**src/hdl/sdc_pkg.sv**
```systemverilog
// Shared types and constants for the sort and distinct-count unit.
package sdc_pkg;

	localparam int MAX_ITEMS_DEF  = 64;
	localparam int VALUE_BITS_DEF = 16;
	localparam int CNT_W          = 7;
	localparam logic [CNT_W-1:0] CNT_MAX = 7'd127;

	typedef struct packed {
		logic [15:0] value;
		logic        end_of_set;
	} item_beat_t;

	typedef struct packed {
		logic [15:0]      distinct_value;
		logic [CNT_W-1:0] occurrences;
		logic             last_result;
		logic             overflow;
	} result_beat_t;

	typedef struct packed {
		logic shift;
	} cell_ctl_t;

endpackage

```
**src/hdl/sdc_cell.sv**
```systemverilog
// One cell of the insertion chain: holds a value and its count, passes a token right.
module sdc_cell #(
	parameter int VALUE_BITS = sdc_pkg::VALUE_BITS_DEF
) (
	input  logic                          clk,
	input  logic                          arst_n,
	input  sdc_pkg::cell_ctl_t            ctl,
	input  logic                          tin_vld,
	input  logic [VALUE_BITS-1:0]         tin_val,
	input  logic [sdc_pkg::CNT_W-1:0]     tin_cnt,
	input  logic                          right_vld,
	input  logic [VALUE_BITS-1:0]         right_val,
	input  logic [sdc_pkg::CNT_W-1:0]     right_cnt,
	output logic                          tout_vld,
	output logic [VALUE_BITS-1:0]         tout_val,
	output logic [sdc_pkg::CNT_W-1:0]     tout_cnt,
	output logic                          vld,
	output logic [VALUE_BITS-1:0]         val,
	output logic [sdc_pkg::CNT_W-1:0]     cnt
);
	import sdc_pkg::*;

	logic                  vld_q;
	logic [VALUE_BITS-1:0] val_q;
	logic [CNT_W-1:0]      cnt_q;
	logic                  tok_vld_q;
	logic [VALUE_BITS-1:0] tok_val_q;
	logic [CNT_W-1:0]      tok_cnt_q;

	logic                  vld_n;
	logic [VALUE_BITS-1:0] val_n;
	logic [CNT_W-1:0]      cnt_n;
	logic                  tok_vld_n;
	logic [VALUE_BITS-1:0] tok_val_n;
	logic [CNT_W-1:0]      tok_cnt_n;
	logic [CNT_W:0]        sum;
	logic [CNT_W-1:0]      sat;

	always_comb begin
		sum = {1'b0, cnt_q} + {1'b0, tin_cnt};
		sat = sum[CNT_W] ? CNT_MAX : sum[CNT_W-1:0];
	end

	always_comb begin
		vld_n     = vld_q;
		val_n     = val_q;
		cnt_n     = cnt_q;
		tok_vld_n = 1'b0;
		tok_val_n = tok_val_q;
		tok_cnt_n = tok_cnt_q;
		priority if (ctl.shift) begin
			vld_n = right_vld;
			val_n = right_val;
			cnt_n = right_cnt;
		end else if (tin_vld && !vld_q) begin
			vld_n = 1'b1;
			val_n = tin_val;
			cnt_n = tin_cnt;
		end else if (tin_vld && tin_val == val_q) begin
			cnt_n = sat;
		end else if (tin_vld && tin_val < val_q) begin
			val_n     = tin_val;
			cnt_n     = tin_cnt;
			tok_vld_n = 1'b1;
			tok_val_n = val_q;
			tok_cnt_n = cnt_q;
		end else if (tin_vld) begin
			tok_vld_n = 1'b1;
			tok_val_n = tin_val;
			tok_cnt_n = tin_cnt;
		end else begin
			tok_vld_n = 1'b0;
		end
	end

	always_ff @(posedge clk or negedge arst_n) begin
		if (!arst_n) begin
			vld_q     <= 1'b0;
			tok_vld_q <= 1'b0;
		end else begin
			vld_q     <= vld_n;
			tok_vld_q <= tok_vld_n;
		end
	end

	always_ff @(posedge clk) begin
		val_q     <= val_n;
		cnt_q     <= cnt_n;
		tok_val_q <= tok_val_n;
		tok_cnt_q <= tok_cnt_n;
	end

	assign tout_vld = tok_vld_q;
	assign tout_val = tok_val_q;
	assign tout_cnt = tok_cnt_q;
	assign vld      = vld_q;
	assign val      = val_q;
	assign cnt      = cnt_q;

`ifndef SYNTH
	a_no_token_on_shift: assert property (@(posedge clk) disable iff (!arst_n)
		ctl.shift |-> !tin_vld)
		else $error("token arrived while the chain shifts");
	a_token_from_full: assert property (@(posedge clk) disable iff (!arst_n)
		tok_vld_q |-> vld_q)
		else $error("token passed by an empty cell");
	a_token_larger: assert property (@(posedge clk) disable iff (!arst_n)
		tok_vld_q |-> tok_val_q > val_q)
		else $error("passed token not larger than kept value");
`endif

endmodule

```
**config.mk**
```make
export PLATFORM = sky130hd
export DESIGN_NAME = sdc_cell
export DESIGN_NICKNAME = d
export VERILOG_FILES = /design/src/hdl/sdc_pkg.sv /design/src/hdl/sdc_cell.sv
export SDC_FILE = /design/constraint.sdc
export NUM_CORES = 1
export LEC_CHECK = 0
export ABC_AREA = 1
export BUFFER_PORTS_ARGS = -buffer_cell sky130_fd_sc_hd__buf_2
export CAP_MARGIN = 40
export CORE_MARGIN = 8
export CORE_UTILIZATION = 40
export CTS_CLUSTER_DIAMETER = 50
export CTS_CLUSTER_SIZE = 12
export DETAILED_ROUTE_END_ITERATION = 8
export PLACE_DENSITY = 0.65
export SYNTH_ARGS = -nofsm -noshare
export SYNTH_HDL_FRONTEND = slang
export SYNTH_SLANG_ARGS = --single-unit
export TNS_END_PERCENT = 10
```
**constraint.sdc**
```tcl
create_clock -name clk -period 3.6 [get_ports clk]
set_clock_uncertainty 0.2 [all_clocks]
set_input_delay 0.18 -clock clk [delete_from_list [all_inputs] [get_ports clk]]
set_output_delay 0.18 -clock clk [all_outputs]
set_load 0.05 [all_outputs]
```
==> qor.txt, run 1 <==
Status -> completed
Number of synthesized register bits -> 48
Die area -> 10700 um2
GR met2 Demand/Resource -> 0.305
Initial antenna violation count -> 0
Grt met1 use -> 0.179
Crit path DAT -> 2.64 ns
WL per Instance -> 14.1 um
EDFF count, synth -> 46
Initial DRC Count -> 68
CTS sink count -> 48
Final HPWL from detailed placement -> 6250 um
Num ports -> 99
Max Cap Viol -> 0
CP startpoint kind -> input pin
Vias/cell -> 4.66
RSZ-0062 raised after global routing -> no
Worst skew pair latency -> 0.30 ns
Post-synthesis cell area -> 3050 um2
Max_slew headroom -> 0.517
GR peak layer -> met2
Min Tclk post-route -> 2.82 ns
Share of layout cells above drive strength 1 -> 0.285
First-pass GRT wire length -> 13600 um
Remaining global-route overflow -> 0
Router iterations before antenna repair -> 4
PD cells -> 383 nW/um2
Slowest stage cell on the critical path -> dlygate4sd3_1
Initial Utilization -> 0.402
Final core occ -> 0.564
Share of the yosys chip area belonging to registers -> 0.470
TritonCTS clock tree -> yes
Async SR Flop Fraction -> 0.0417
Core footprint -> 7570 um2
Synthesized netlist cell count -> 345
Std-Cell Rows -> 32
Routed wire length -> 8520 um
Reg2reg path depth -> 10
Clock buffer depth -> 2
CP Data Required Time -> 3.41 ns
Final net count -> 575
Root Buffer -> clkbuf_8
Mean Syn Cell Area -> 8.83 um2
Worst path max stage delay -> 0.53 ns
Post-Syn Nets -> 420
CTS HTree Levels -> 2
TNS Setup -> 0 ns
DRC violations left -> 0
Max FO, Critical Path -> 41
Crit share post-route -> 0.784
Hold Path Class -> in -> reg
Post-CTS Setup Bufs -> 0
Hold Slack -> 0.00696 ns
Crit-path cells -> dlygate4sd3_1 -> buf_2 -> ha_1 -> nand2_1 -> inv_1 -> o21bai_1 -> nand3_2 -> a21oi_4 -> nand2_4 -> o21ai_2 -> buf_4
Gpl congestion -> 0.878
Post-DRT Antenna Nets -> 0
Largest net degree at the start of global routing -> 42
Critical Path Sink Type -> register
Final Hold Viols -> 0
Peak VDD IR -> 0.000204 V
Antenna fix cells -> 0
Chip height -> 103 um
Setup CP Type -> in -> reg
Total CTS buffers -> 5
Total GRT Usage -> 0.164
Max Slew Vio Count -> 0
Hold Path Stages -> 3
Via count -> 2808
Yosys cell types -> 27
Leakage -> 2.14 nW
Final Setup Violations -> 0
Area Growth Syn to Fin -> 40.1%
Port bufs -> 98
Worst-path clk slew -> 0.08 ns
Number of global-route vias before repair -> 2925
Synth Flop Type -> edfxtp_1
Synth Warn # -> 0
GR Util met3 -> 0.0368
Worst-margin pin slew -> 0.724 ns
Peak Freq -> 0.354 GHz
Die X -> 103 um
## placed cells by master (no fill, tap or decap)
master         count
a21o_1             1
a21oi_1           12
a21oi_4            1
buf_2             98
buf_4              4
clkbuf_1           1
clkbuf_8           5
clkinv_1           1
clkinv_2           1
clkinvlp_4         1
dfrtp_1            2
dlygate4sd3_1     55
edfxtp_1          46
fa_1               1
ha_1              23
inv_1             38
nand2_1          135
nand2_2            8
nand2_4            1
nand3_1           19
nand3_2            1
nand3_4            1
nand3b_1           4
nor2_1            13
nor2_2             1
nor2_4             3
o21a_1             1
o21ai_0            2
o21ai_2           17
o21bai_1           3
or2_2              1
xnor2_1            1
## critical path: cells and delay by family
kind | cells | cell delay [ns]
adder cells (fa/ha/maj) | 1 | 0.31
buffers and inverters | 4 | 0.93
AND/OR/NAND/NOR | 3 | 0.51
AO/OA/AOI/OAI | 3 | 0.69
## synthesized netlist by cell type, drive strengths merged, types with 2 or more instances
cell / number / area (um2)
dfrtp: 2 / 50.1
buf: 6 / 52.6
o21bai: 3 / 22.5
nand3: 21 / 123
a21oi: 13 / 76.3
clkbuf: 3 / 11.3
inv: 38 / 143
ha: 23 / 288
nand3b: 4 / 30.0
nand2: 144 / 568
edfxtp: 46 / 1380
nor2: 17 / 86.3
o21ai: 19 / 159
## metrics by stage
| step | area [um2] | total power [mW] | setup slack [ns] | instances |
|---|---|---|---|---|
| 6_report | 4270 | 1.63 | 0.777 | 603 |
| 3_5_place_dp | 3630 | 1.28 | 0.923 | 540 |
| 4_1_cts | 4270 | 1.64 | 0.795 | 603 |
| 2_1_floorplan | 3050 | 1.14 | 0.630 | 345 |
| 5_1_grt | 4270 | 1.72 | 0.564 | 603 |
| 3_3_place_gp | 3630 | 1.27 | 0.983 | 540 |
## path summary, 6_finish.rpt
| kind | from | end | slack [ns] |
|---|---|---|---|
| max in group asynchronous | arst_n | tout_vld$_DFF_PN0_ | 2.55 |
| min | tin_val[15] | val[15]$_DFFE_PP_ | 0.007 |
| min reg2reg | val[9]$_DFFE_PP_ | tout_val[9]$_DFFE_PP_ | 0.43 |
| min in group asynchronous | arst_n | vld$_DFFE_PN0P_ | 0.53 |
| max reg2reg | val[13]$_DFFE_PP_ | val[10]$_DFFE_PP_ | 0.89 |
| max | tin_val[13] | val[10]$_DFFE_PP_ | 0.78 |
## repair_timing
action	CTS	global route
hold buffers	55	0
gates resized for setup	0	0
endpoints found under the hold margin	41	0
## kinds of logic (layout without fill, tap and decap cells)
logic type                 after synthesis  after routing  synth area share
and+or+nand+nor                        187            187             0.267
AOI/OAI and AO/OA                       37             37            0.0896
buffers and inverters                   48            204            0.0694
DFF                                     48             48             0.470
xor gates and xnor gates                 1              1           0.00288
adders and majority gates               24             24             0.101
## power breakdown
group          internal, mW  switching [mW]  total [mW]
Combinational         0.202           0.409       0.611
Clock                 0.135           0.181       0.316
Sequential            0.680          0.0278       0.708
Total                  1.02           0.617        1.63
## area by class of cell
class | count | area, um2
clock buffer | 6 | 72.6
fill | 644 | 3300
tap | 102 | 128
clock inverter | 2 | 11.3
multi-input combinational | 249 | 1410
inverter | 39 | 148
timing repair buffer | 157 | 1070
sequential | 48 | 1430
## registers in the layout, indices dropped and copies added (netlist names)
signal	cells
vld	1
cnt	7
tout_val	16
tout_cnt	7
val	16
tout_vld	1
## routing by layer
layer / share of wire / wire length [um]
met5: 0 / 0
met2: 0.51 / 4330
met4: 0.021 / 182
met1: 0.41 / 3530
met3: 0.056 / 480
Note: power is estimated with default switching activity, not from simulation.
==> inputs of run 2 (changes only) <==
--- a/config.mk
+++ b/config.mk
@@ -13,7 +13,7 @@
 export CTS_CLUSTER_DIAMETER = 50
 export CTS_CLUSTER_SIZE = 12
 export DETAILED_ROUTE_END_ITERATION = 8
-export PLACE_DENSITY = 0.65
+export PLACE_DENSITY = 0.68
 export SYNTH_ARGS = -nofsm -noshare
 export SYNTH_HDL_FRONTEND = slang
 export SYNTH_SLANG_ARGS = --single-unit
==> constraint.sdc (replaced) <==
create_clock -name clk -period 2.34 [get_ports clk]
set_clock_uncertainty 0.2 [all_clocks]
set_input_delay 0.117 -clock clk [delete_from_list [all_inputs] [get_ports clk]]
set_output_delay 0.117 -clock clk [all_outputs]
set_load 0.05 [all_outputs]
==> run 2 against run 1 <==
Setup slack worse by 0.70 ns; combinational power increased by 65%; highest routed layer unchanged; register-to-register slack lost 0.75 ns; count of clock-buffer cells in the layout unchanged; first-iteration DRC count is 72% higher.
==> qor.txt, run 2 (synthesis results as in run 1) <==
Remaining global-route overflow -> 0 (unchanged)
Final net count -> 592 (+3.0%)
TritonCTS clock tree -> yes
GR Util met3 -> 0.0335 (-0.00335)
Total CTS buffers -> 5 (unchanged)
Num ports -> 99 (unchanged)
Hold Slack -> 0.0240 ns (+0.0170 ns)
GR met2 Demand/Resource -> 0.309 (+0.00397)
CTS sink count -> 48 (unchanged)
Peak Freq -> 0.442 GHz
Router iterations before antenna repair -> 4 (unchanged)
Crit share post-route -> 0.966
Final Setup Violations -> 0 (unchanged)
Share of layout cells above drive strength 1 -> 0.315 (+0.0292)
Critical Path Sink Type -> register
Max Cap Viol -> 0 (unchanged)
Status -> completed
Grt met1 use -> 0.171 (-0.00773)
Leakage -> 2.23 nW (+4.2%)
First-pass GRT wire length -> 13500 um (-0.76%)
Final HPWL from detailed placement -> 6170 um (-1.4%)
Max Slew Vio Count -> 0 (unchanged)
CTS HTree Levels -> 2 (unchanged)
Antenna fix cells -> 0 (unchanged)
Most frequent cells in the layout -> nand2_1 (135), buf_2 (98), dlygate4sd3_1 (65)
Via count -> 2918 (+3.9%)
Hold Path Stages -> 3 (unchanged)
Area Growth Syn to Fin -> 48.7%
Chip height -> 103 um (unchanged)
Initial DRC Count -> 117 (+72%)
CP startpoint kind -> input pin
TNS Setup -> 0 ns (unchanged)
Max FO, Critical Path -> 8 (-80%)
Root Buffer -> clkbuf_8
Pre-CTS setup slack -> -0.00421 ns (-0.927 ns)
Worst skew pair latency -> 0.30 ns (about the same)
Hold Path Class -> in -> reg
Port bufs -> 98 (unchanged)
Final Hold Viols -> 0 (unchanged)
Crit path DAT -> 2.11 ns (-0.53 ns)
CP Data Required Time -> 2.19 ns (-1.22 ns)
Largest net degree at the start of global routing -> 25 (-40%)
Core footprint -> 7570 um2 (unchanged)
RSZ-0062 raised after global routing -> yes
Commonest non-fill, non-tap cell in the layout -> nand2_1
Final core occ -> 0.599 (+0.0347)
DRC violations left -> 0 (unchanged)
Peak VDD IR -> 0.000253 V (+24%)
Die area -> 10700 um2 (unchanged)
WL per Instance -> 13.5 um (-4.4%)
GR peak layer -> met2
Clock buffer depth -> 2 (unchanged)
Final worst setup slack -> 0.0789 ns (-0.698 ns)
Total GRT Usage -> 0.162 (-0.00210)
Std-Cell Rows -> 32 (unchanged)
Gpl congestion -> 0.884 (+0.70%)
Post-DRT Antenna Nets -> 0 (unchanged)
Number of global-route vias before repair -> 3049 (+4.2%)
Min Tclk post-route -> 2.26 ns
Max_slew headroom -> 0.525 (+0.00752)
Initial antenna violation count -> 0 (unchanged)
Worst-margin pin slew -> 0.712 ns (-0.0113 ns)
Reg2reg path depth -> 11 (+1)
PD cells -> 572 nW/um2 (+49%)
Initial Utilization -> 0.402 (unchanged)
Die X -> 103 um (unchanged)
Worst-path clk slew -> 0.09 ns (about the same)
Routed wire length -> 8380 um (-1.7%)
Setup CP Type -> in -> reg
Vias/cell -> 4.71 (+1.1%)
[run 2: cell count changes in the layout (fill, tap and decap cells not counted), sizes merged]
cell / change
buf: +7
dlygate4sd3: +10
[run 2: area by class of cell]
type                       count  area [um2]
fill                         643        3040
multi-input combinational    249        1470
sequential                    48        1430
timing repair buffer         174        1260
inverter                      39         148
tap                          102         128
clock buffer                   6        72.6
clock inverter                 2        12.5
[run 2: path summary, 6_finish.rpt]
| path | startpoint | end | slack, ns |
|---|---|---|---|
| setup / recovery | tin_val[6] | cnt[5]$_DFFE_PP_ | 0.08 |
| setup reg to reg | val[7]$_DFFE_PP_ | cnt[5]$_DFFE_PP_ | 0.14 |
| max in group asynchronous | arst_n | tout_vld$_DFF_PN0_ | 1.35 |
| hold / removal | tin_vld | tout_vld$_DFF_PN0_ | 0.02 |
| min in group asynchronous | arst_n | vld$_DFFE_PN0P_ | 0.47 |
| hold reg to reg | cnt[6]$_DFFE_PP_ | tout_cnt[6]$_DFFE_PP_ | 0.42 |
[run 2: timing repair]
action | 4_1_cts | 5_1_grt
pin swaps | 1 | 1
buffers inserted | 0 | 1
hold buffers | 65 | 0
hold endpoints to repair | 49 | 0
setup endpoints to repair | 16 | 28
gates cloned | 0 | 0
gates resized for setup | 0 | 3
[run 2: layer usage]
| layer | share of wire | wire length [um] |
|---|---|---|
| met1 | 0.40 | 3340 |
| met2 | 0.52 | 4340 |
| met3 | 0.072 | 599 |
| met4 | 0.011 | 89 |
| met5 | 0 | 0 |
[run 2: metrics by stage]
step | cell area [um2] | power [mW] | std cells
finish | 4530 | 2.59 | 620
global route | 4530 | 2.73 | 620
CTS | 4500 | 2.58 | 619
detailed placement | 3760 | 2.01 | 546
global placement | 3760 | 1.99 | 546
floorplan | 3110 | 1.77 | 345
[run 2: power by group]
| group | internal, mW | total, mW | switching (mW) |
|---|---|---|---|
| sequential | 1.05 | 1.08 | 0.0385 |
| combinational | 0.364 | 1.01 | 0.651 |
| clock | 0.210 | 0.491 | 0.281 |
[run 2: worst max-delay path, stage by stage]
cell and delay [ns]:
dlygate4sd3_1 0.55, buf_2 0.15, ha_1 0.27, nand2_1 0.07
nor2_2 0.17, nand2_1 0.11, nor2_4 0.18, nand3_4 0.16
nor2_4 0.13, nand3_1 0.08, nand2_1 0.06, nand2_1 0.05
